[config.mk]
export PLATFORM = sky130hd
export DESIGN_NAME = mux_frame_receive_classifier
export DESIGN_NICKNAME = d
export VERILOG_FILES = /design/src/hw/rtl/mfrc_pkg.sv /design/src/hw/rtl/mfrc_parser.sv /design/src/hw/rtl/mfrc_out_stage.sv /design/src/hw/rtl/mux_frame_receive_classifier.sv
export SDC_FILE = /design/constraint.sdc
export NUM_CORES = 1
export LEC_CHECK = 0
export ABC_AREA = 1
export BUFFER_PORTS_ARGS = -buffer_cell sky130_fd_sc_hd__buf_2
export CORE_MARGIN = 3
export CORE_UTILIZATION = 60
export CTS_CLUSTER_SIZE = 14
export DETAILED_ROUTE_END_ITERATION = 8
export PLACE_DENSITY_LB_ADDON = 0.15
export SLEW_MARGIN = 15
export SYNTH_ARGS = -nofsm -noshare
export SYNTH_HDL_FRONTEND = slang
export SYNTH_HIERARCHICAL = 1
export SYNTH_SLANG_ARGS = --single-unit
[constraint.sdc]
create_clock -name clk_i -period 6.3 [get_ports clk_i]
set_input_delay 0 -clock clk_i [delete_from_list [all_inputs] [get_ports clk_i]]
set_output_delay 0 -clock clk_i [all_outputs]
set_load 0.005 [all_outputs]
[src/hw/rtl/mfrc_pkg.sv]
// ----------------------------------------------------------------------------
// mfrc_pkg
// Shared types and constants of the multiplexed frame receive classifier.
// ----------------------------------------------------------------------------
package mfrc_pkg;

  localparam logic [15:0] CONTROL_LIMIT = 16'd1024;
  localparam logic [15:0] RECEIVE_LIMIT = 16'd16384;

  localparam logic [7:0] CMD_PSH             = 8'd2;
  localparam logic [7:0] CMD_FIN             = 8'd3;
  localparam logic [7:0] CMD_ALERT           = 8'd5;
  localparam logic [7:0] CMD_SYNACK          = 8'd7;
  localparam logic [7:0] CMD_HEART_REQUEST   = 8'd8;
  localparam logic [7:0] CMD_SERVER_SETTINGS = 8'd10;

  // index of the final header byte (header is seven bytes)
  localparam logic [2:0] HDR_LAST_IDX = 3'd6;

  typedef enum logic [1:0] {
    PH_HANDSHAKE = 2'd0,
    PH_OPEN      = 2'd1,
    PH_STOPPED   = 2'd2
  } phase_e;

  typedef enum logic [2:0] {
    EV_DATA   = 3'd0,
    EV_HEART  = 3'd1,
    EV_OPEN   = 3'd2,
    EV_CLOSED = 3'd3,
    EV_ERROR  = 3'd4
  } event_e;

  typedef enum logic [2:0] {
    ERR_ALERT     = 3'd0,
    ERR_OVERSIZE  = 3'd1,
    ERR_REJECTED  = 3'd2,
    ERR_EARLY     = 3'd3,
    ERR_TOO_LARGE = 3'd4
  } err_e;

  typedef struct packed {
    logic        emit;
    event_e      ev;
    logic [7:0]  data_byte;
    logic        last_byte;
    logic [31:0] frame_id;
    err_e        error_code;
  } result_t;

endpackage

[src/hw/rtl/mfrc_parser.sv]
// ----------------------------------------------------------------------------
// mfrc_parser
// Frame state and per-byte classification: header assembly, payload count,
// handshake/open phase rules. One byte is processed per fire.
// ----------------------------------------------------------------------------
module mfrc_parser (
  input  logic                clk_i,
  input  logic                rst_ni,
  input  logic                fire_i,
  input  logic [7:0]          byte_i,
  input  logic [31:0]         local_id_i,
  output mfrc_pkg::result_t   res_o
);

  typedef struct packed {
    logic           emit;
    mfrc_pkg::event_e ev;
    mfrc_pkg::err_e   err;
    logic           heart;
    logic           go_open;
    logic           stop;
    logic           set_seen;
  } finish_t;

  mfrc_pkg::phase_e phase_q, phase_d;
  logic        seen_q, seen_d;
  logic [2:0]  hidx_q, hidx_d;
  logic [7:0]  cmd_q, cmd_d;
  logic [31:0] stream_q, stream_d;
  logic [15:0] len_q, len_d;
  logic [15:0] left_q, left_d;
  logic        big_q, big_d;

  function automatic finish_t finish_frame(mfrc_pkg::phase_e ph, logic seen,
                                           logic [7:0] cmd, logic hit,
                                           logic len_nz, logic big);
    finish_t f;
    f = '0;
    if (ph == mfrc_pkg::PH_HANDSHAKE) begin
      if (big) begin
        f.emit = 1'b1; f.ev = mfrc_pkg::EV_ERROR; f.err = mfrc_pkg::ERR_OVERSIZE;
        f.stop = 1'b1;
      end else begin
        case (cmd)
          mfrc_pkg::CMD_SERVER_SETTINGS: f.set_seen = 1'b1;
          mfrc_pkg::CMD_SYNACK: begin
            if (hit && len_nz) begin
              f.emit = 1'b1; f.ev = mfrc_pkg::EV_ERROR;
              f.err = mfrc_pkg::ERR_REJECTED; f.stop = 1'b1;
            end else if (hit) begin
              f.emit = 1'b1; f.ev = mfrc_pkg::EV_OPEN; f.go_open = 1'b1;
            end
          end
          mfrc_pkg::CMD_HEART_REQUEST: begin
            f.emit = 1'b1; f.ev = mfrc_pkg::EV_HEART; f.heart = 1'b1;
          end
          mfrc_pkg::CMD_ALERT: begin
            f.emit = 1'b1; f.ev = mfrc_pkg::EV_ERROR; f.err = mfrc_pkg::ERR_ALERT;
            f.stop = 1'b1;
          end
          mfrc_pkg::CMD_PSH: begin
            if (!seen && hit) begin
              f.emit = 1'b1; f.ev = mfrc_pkg::EV_ERROR;
              f.err = mfrc_pkg::ERR_EARLY; f.stop = 1'b1;
            end
          end
          default: f.emit = 1'b0;
        endcase
      end
    end else if (ph == mfrc_pkg::PH_OPEN) begin
      if (cmd == mfrc_pkg::CMD_FIN && hit) begin
        f.emit = 1'b1; f.ev = mfrc_pkg::EV_CLOSED; f.stop = 1'b1;
      end else if (big) begin
        if (cmd == mfrc_pkg::CMD_ALERT) begin
          f.emit = 1'b1; f.ev = mfrc_pkg::EV_ERROR; f.err = mfrc_pkg::ERR_ALERT;
          f.stop = 1'b1;
        end
      end else begin
        case (cmd)
          mfrc_pkg::CMD_HEART_REQUEST: begin
            f.emit = 1'b1; f.ev = mfrc_pkg::EV_HEART; f.heart = 1'b1;
          end
          mfrc_pkg::CMD_SYNACK: begin
            if (hit && len_nz) begin
              f.emit = 1'b1; f.ev = mfrc_pkg::EV_ERROR;
              f.err = mfrc_pkg::ERR_REJECTED; f.stop = 1'b1;
            end
          end
          mfrc_pkg::CMD_ALERT: begin
            f.emit = 1'b1; f.ev = mfrc_pkg::EV_ERROR; f.err = mfrc_pkg::ERR_ALERT;
            f.stop = 1'b1;
          end
          default: f.emit = 1'b0;
        endcase
      end
    end
    return f;
  endfunction

  logic        active;
  logic        hit_cur, hit_new;
  logic        local_data_cur, local_data_new;
  logic [15:0] left_dec;
  logic [31:0] stream_new;
  logic [15:0] len_new;
  logic [7:0]  cmd_new;
  finish_t     fin;
  logic        fin_use;
  logic [31:0] fin_stream;

  always_comb begin
    active   = (phase_q == mfrc_pkg::PH_HANDSHAKE) || (phase_q == mfrc_pkg::PH_OPEN);
    hit_cur  = (stream_q == local_id_i);
    local_data_cur = (phase_q == mfrc_pkg::PH_OPEN) && (cmd_q == mfrc_pkg::CMD_PSH)
                     && hit_cur;
    left_dec = left_q - 16'd1;

    // header assembly for this byte
    cmd_new    = cmd_q;
    stream_new = stream_q;
    len_new    = len_q;
    unique case (hidx_q)
      3'd0: begin
        cmd_new    = byte_i;
        stream_new = '0;
        len_new    = '0;
      end
      3'd1, 3'd2, 3'd3, 3'd4: stream_new = {stream_q[23:0], byte_i};
      default: len_new = {len_q[7:0], byte_i};
    endcase
    hit_new        = (stream_new == local_id_i);
    local_data_new = (phase_q == mfrc_pkg::PH_OPEN) && (cmd_new == mfrc_pkg::CMD_PSH)
                     && hit_new;

    // frame-end action: end of payload uses stored header, empty frame the new one
    fin_use = 1'b0;
    if (left_q != 16'd0) begin
      fin        = finish_frame(phase_q, seen_q, cmd_q, hit_cur, len_q != 16'd0, big_q);
      fin_stream = stream_q;
    end else begin
      fin        = finish_frame(phase_q, seen_q, cmd_new, hit_new, 1'b0, 1'b0);
      fin_stream = stream_new;
    end

    phase_d  = phase_q;
    seen_d   = seen_q;
    hidx_d   = hidx_q;
    cmd_d    = cmd_q;
    stream_d = stream_q;
    len_d    = len_q;
    left_d   = left_q;
    big_d    = big_q;
    res_o    = '0;

    if (fire_i && active) begin
      if (left_q != 16'd0) begin
        left_d = left_dec;
        if (local_data_cur) begin
          res_o.emit      = 1'b1;
          res_o.ev        = mfrc_pkg::EV_DATA;
          res_o.data_byte = byte_i;
          res_o.last_byte = (left_dec == 16'd0);
        end else if (left_dec == 16'd0) begin
          fin_use = 1'b1;
        end
      end else begin
        cmd_d    = cmd_new;
        stream_d = stream_new;
        len_d    = len_new;
        if (hidx_q != mfrc_pkg::HDR_LAST_IDX) begin
          hidx_d = hidx_q + 3'd1;
        end else begin
          hidx_d = '0;
          big_d  = (len_new > mfrc_pkg::CONTROL_LIMIT);
          if (local_data_new) begin
            if (len_new > mfrc_pkg::RECEIVE_LIMIT) begin
              res_o.emit       = 1'b1;
              res_o.ev         = mfrc_pkg::EV_ERROR;
              res_o.error_code = mfrc_pkg::ERR_TOO_LARGE;
              phase_d          = mfrc_pkg::PH_STOPPED;
            end else begin
              left_d = len_new;
            end
          end else if (len_new != 16'd0) begin
            left_d = len_new;
          end else begin
            fin_use = 1'b1;
          end
        end
      end

      if (fin_use) begin
        res_o.emit       = fin.emit;
        res_o.ev         = fin.ev;
        res_o.error_code = fin.err;
        res_o.frame_id   = fin.heart ? fin_stream : 32'd0;
        if (fin.set_seen) seen_d  = 1'b1;
        if (fin.go_open)  phase_d = mfrc_pkg::PH_OPEN;
        if (fin.stop)     phase_d = mfrc_pkg::PH_STOPPED;
      end
    end
  end

  always_ff @(posedge clk_i or negedge rst_ni) begin
    if (!rst_ni) begin
      phase_q  <= mfrc_pkg::PH_HANDSHAKE;
      seen_q   <= 1'b0;
      hidx_q   <= '0;
      cmd_q    <= '0;
      stream_q <= '0;
      len_q    <= '0;
      left_q   <= '0;
      big_q    <= 1'b0;
    end else begin
      phase_q  <= phase_d;
      seen_q   <= seen_d;
      hidx_q   <= hidx_d;
      cmd_q    <= cmd_d;
      stream_q <= stream_d;
      len_q    <= len_d;
      left_q   <= left_d;
      big_q    <= big_d;
    end
  end

endmodule

[src/hw/rtl/mfrc_out_stage.sv]
// ----------------------------------------------------------------------------
// mfrc_out_stage
// Result register: holds one result until the downstream side takes it.
// ----------------------------------------------------------------------------
module mfrc_out_stage (
  input  logic              clk_i,
  input  logic              rst_ni,
  input  logic              load_i,
  input  mfrc_pkg::result_t res_i,
  input  logic              ready_i,
  output logic              space_o,
  output logic              valid_o,
  output mfrc_pkg::result_t res_o
);

  logic              valid_q, valid_d;
  mfrc_pkg::result_t res_q;

  assign space_o = !valid_q || ready_i;
  assign valid_d = load_i ? 1'b1 : (valid_q && !ready_i);
  assign valid_o = valid_q;
  assign res_o   = res_q;

  always_ff @(posedge clk_i or negedge rst_ni) begin
    if (!rst_ni) begin
      valid_q <= 1'b0;
    end else begin
      valid_q <= valid_d;
    end
  end

  always_ff @(posedge clk_i) begin
    if (load_i) begin
      res_q <= res_i;
    end
  end

endmodule

[src/hw/rtl/mux_frame_receive_classifier.sv]
// Path: input register, parser, then result register for the result, if any.
// Throughput: one byte per cycle while the result side keeps up; a stalled result
//   holds the parser, and the input register then takes at most one more byte.
// Reset (rst_ni low, asynchronous): handshake phase, empty header, no payload
//   pending, both stages empty, local stream id back to 1.
// ----------------------------------------------------------------------------
// mux_frame_receive_classifier
// Receive-side classifier for a multiplexed frame stream: parses the seven
// byte header, counts payload, and reports data, heartbeat, open, close and
// error events.
// ----------------------------------------------------------------------------
module mux_frame_receive_classifier (
  input  logic        clk_i,
  input  logic        rst_ni,
  // configuration: local stream id
  input  logic        cfg_we_i,
  input  logic [31:0] cfg_wdata_i,
  // received bytes
  input  logic        s_axis_tvalid_i,
  output logic        s_axis_tready_o,
  input  logic [7:0]  s_axis_tdata_i,   // [7:0] byte_in
  // classified events
  output logic        m_axis_tvalid_o,
  input  logic        m_axis_tready_i,
  output logic [47:0] m_axis_tdata_o,   // [7:0] data_byte, [39:8] frame_id,
                                        // [42:40] error_code, [47:43] zero
  output logic        m_axis_tlast_o,   // last_byte
  output logic [2:0]  m_axis_tuser_o    // [2:0] event_res
);

  // Local stream id, compared against the header stream id.
  logic [31:0] local_id_q;

  always_ff @(posedge clk_i or negedge rst_ni) begin
    if (!rst_ni) begin
      local_id_q <= 32'd1;
    end else if (cfg_we_i) begin
      local_id_q <= cfg_wdata_i;
    end
  end

  // Input register: one byte held ahead of the parser.
  logic       in_valid_q, in_valid_d;
  logic [7:0] in_byte_q;
  logic       out_space;
  logic       fire;
  logic       in_take;

  assign fire            = in_valid_q && out_space;
  assign s_axis_tready_o = !in_valid_q || out_space;
  assign in_take         = s_axis_tvalid_i && s_axis_tready_o;
  assign in_valid_d      = in_take ? 1'b1 : (in_valid_q && !fire);

  always_ff @(posedge clk_i or negedge rst_ni) begin
    if (!rst_ni) begin
      in_valid_q <= 1'b0;
    end else begin
      in_valid_q <= in_valid_d;
    end
  end

  always_ff @(posedge clk_i) begin
    if (in_take) begin
      in_byte_q <= s_axis_tdata_i;
    end
  end

  // Parser: consumes the held byte whenever the result register has room.
  mfrc_pkg::result_t parse_res;
  mfrc_pkg::result_t out_res;

  mfrc_parser u_parser (
    .clk_i      (clk_i),
    .rst_ni     (rst_ni),
    .fire_i     (fire),
    .byte_i     (in_byte_q),
    .local_id_i (local_id_q),
    .res_o      (parse_res)
  );

  // Result register; bytes that give no event simply do not load it.
  mfrc_out_stage u_out (
    .clk_i   (clk_i),
    .rst_ni  (rst_ni),
    .load_i  (fire && parse_res.emit),
    .res_i   (parse_res),
    .ready_i (m_axis_tready_i),
    .space_o (out_space),
    .valid_o (m_axis_tvalid_o),
    .res_o   (out_res)
  );

  assign m_axis_tdata_o = {5'd0, out_res.error_code, out_res.frame_id, out_res.data_byte};
  assign m_axis_tlast_o = out_res.last_byte;
  assign m_axis_tuser_o = out_res.ev;

endmodule

==> impl_summary.md <==
GRT
For met3 alone, demand over resource in global routing was 0.05216. For met2 alone, demand over resource in global routing was 0.5253. The number of antenna violations at the first check in global routing is 0. In the global route stage, overall resource usage came out at 0.3125.

Entering global routing, the biggest net connects 77 pins. The overall overflow remaining after global route is 0. In the global route stage, met1 resource usage came out at 0.3956. The first global-routing pass estimated 44.95 mm of wire.

The layer flagged by global routing as most heavily used is met2. The number of global-route vias before repair came to 9085.

Worst setup path
The number of cells on the worst reg-to-reg path is 18. The endpoint identified for the worst register-to-register timing path is u_out/res_o[21]. Data on the critical path is required at its endpoint by 6380 ps. The worst setup path is captured at a flop. Along the worst path, the maximum fanout reaches 37. The critical path is of the flop to flop type. The critical path launch point type is a flop. For the worst setup path, the data arrival time is 4620 ps. The launch point of the worst reg-to-reg path is u_parser/hidx_q[2]. Across all register-to-register paths, the minimum setup slack is 1760 ps.

Clock tree
The clock tree synthesis step divided the H-tree into 4 levels. The number of buffers added by the clock tree synthesis step is 17. The maximum number of buffers from clock root to sink is 2.

The number of cells upsized or downsized after cts is 0. After clock tree synthesis, the clock-pin slew on the worst setup and hold paths is 70 ps. The TritonCTS sink count is 168.

The clock reaches the later pin of the worst-skew pair after 440 ps. The CTS tree is done. The root buffer cell is clkbuf_16.

Final layout
The area growth from synthesis to layout is 15.33%. 0 antenna diodes ended up in the layout. The fraction of final layout cells with drive strength greater than 1 is 0.1276.

The final layout contains 1468 nets. After routing the design area is 11490 sq um. The filler cells instantiated in the layout total 1275. The finished layout holds 1650 standard cells, fillers aside.

Power
The analysis attributes to cell leakage a power of 5.161 nW. The maximum ir drop on the vdd rail is 0.1937 mV. Dividing total power by cell area gives a power density of 208.7 nW/um^2.

The design draws 2.397 mW.

Route
The routed wire length is 27.89 mm. The count of TritonRoute iterations in the first routing pass is 8. In the final routed layout, each cell accounts on average for 16.90 microns. The number of design-rule violations left by the first detailed-router iteration is 1045. The via count is 9500. For this run, design rule violations remaining after detail routing come to 0.

The number of vias per cell after detailed routing is 5.758. The count of nets left with antenna violations after detail routing is 0.

Timing
The final critical path time including I/O delays and setup is 4542 ps. Static timing analysis puts the maximum clock frequency at 0.2202 GHz. In this run the tightest slew margin relative to its limit is 0.2652. Setup repair after global routing left no endpoint under its margin. The number of pins exceeding their max-slew limit in the final report is 0.

The setup-violating endpoint count in the final report is 0. In the finished design, the share of the clock period the worst path needs comes to 0.7209. The clock skew after layout is 16.36 ps.

The worst-margin pin slew is 1095 ps. The final hold violation count is 0. After routing, the total negative slack on setup checks comes to 0 ps.

Floorplanning
The number of placement rows is 46. The die covers 18180 sq um. The height of the die is 134.8 microns. The number of I/O pins is 99. The placeable core region is 16060 sq um.

The initial utilization of the core area, before any placement, comes to 0.6202. The die is 134.8 microns wide.

Synth
The area of the mapped netlist is 9960 sq um. Dividing the synthesized area by the synthesized cell count gives 7.603 sq um. The total of warnings raised by yosys is 6.

The number of instances in the synthesized netlist is 1310.

Run
Max-cap violations in this run came to 0.

Placed design
The area after detailed placement is 10440 sq um. The number of buffer cells added on primary ports is 93. The number of placed instances, taps included, is 1574. Once detailed placement completed, the half-perimeter wirelength came to 18.96 mm.

Routability-driven placement finished with a final weighted congestion of 0.9450.

Min path
The path class of the tightest hold or removal check is primary input to async pin.

Outcome
The run finished with clean final reports.
## power by group
group	internal, mW	switching (mW)
Sequential	1.15	0.0320
Combinational	0.0660	0.0885
Clock	0.569	0.495
Total	1.78	0.616
## cell type report
cell class                      count  area [sq um]  share of cell area
Clock buffer                       17         425.4             0.03704
Clock inverter                     15         181.4             0.01580
Inverter                          179         671.9             0.05850
Multi-Input combinational cell    911          4496              0.3914
Sequential cell                   168          4481              0.3901
Tap cell                          216         270.3             0.02353
Timing Repair Buffer              144         960.9             0.08366
## layer usage
metal,vias to the layer above,wire [microns]
met3,82,1698
met4,0,1060
met1,4454,11490
met5,-,0
met2,430,13640
li1,4534,-
## critical path: stages (launching register included)
cell,delay (ps)
dfrtp_1,420
inv_2,80
nand2_1,100
nand3_2,590
nand2_1,620
o22ai_1,170
inv_1,100
nand2_1,80
nor3_1,130
nand3_1,120
nor2_1,140
nand3_1,90
nand2_1,150
nand2_1,130
nand3_1,110
a21boi_0,180
inv_1,90
nor2_4,300
buf_4,540
## metrics by stage
| step | setup slack, ps | hold WS [ps] | util |
|---|---|---|---|
| final | 1758 | 100.8 | 0.7153 |
| after global routing | 1403 | 174.4 | 0.7153 |
| after CTS | 1834 | 133.6 | 0.7153 |
| after detailed placement | 1839 | 47.33 | 0.6501 |
| after global placement | 1954 | 39.64 | 0.6501 |
| after floorplan | 1580 | -295.6 | - |
## sequential cells by signal, summed over array words and instances, names as in the netlist, 3 cells and up
signal             count
u_parser/hidx_q        3
u_parser/cmd_q         8
u_out/res_o           47
local_id_q            32
in_byte_q              8
u_parser/stream_q     32
u_parser/len_q        16
u_parser/left_q       16
## repair_timing
action / in CTS / in global routing
hold buffers: 44 / 0
hold endpoints to repair: 88 / 0
buffers inserted: 0 / 0
## placed cells by master, fill, tap and decap left out, types with 5 or more instances in the layout
cell type      instances
buf_4                  8
o22ai_1               12
nor4_1                 9
buf_2                 92
nand2_2                6
nand2_1              363
nor2_1                90
edfxtp_1              55
conb_1                 5
o21ai_0              106
dfrtp_1              112
clkbuf_16             17
nor3_1                55
xor2_1                21
inv_1                172
nand3b_1              17
nand4_1               21
inv_2                  6
o211ai_1              33
a21oi_1               15
dlygate4sd3_1         44
nand3_1               94
o21ai_2               29
## worst max path at each step
stage	startpoint	to	slack (ps)	depth (start not counted)
after floorplan	u_parser/left_q[0]	u_out/res_o[0]	1580	17
after global placement	u_parser/hidx_q[2]	u_out/res_o[20]	1950	18
after global routing	u_parser/hidx_q[2]	u_out/res_o[0]	1400	18
after detailed placement	u_parser/hidx_q[2]	u_out/res_o[20]	1840	18
final	u_parser/hidx_q[2]	u_out/res_o[21]	1760	18
after CTS	u_parser/hidx_q[2]	u_out/res_o[0]	1830	18
Note: power is estimated with default switching activity, not from simulation.
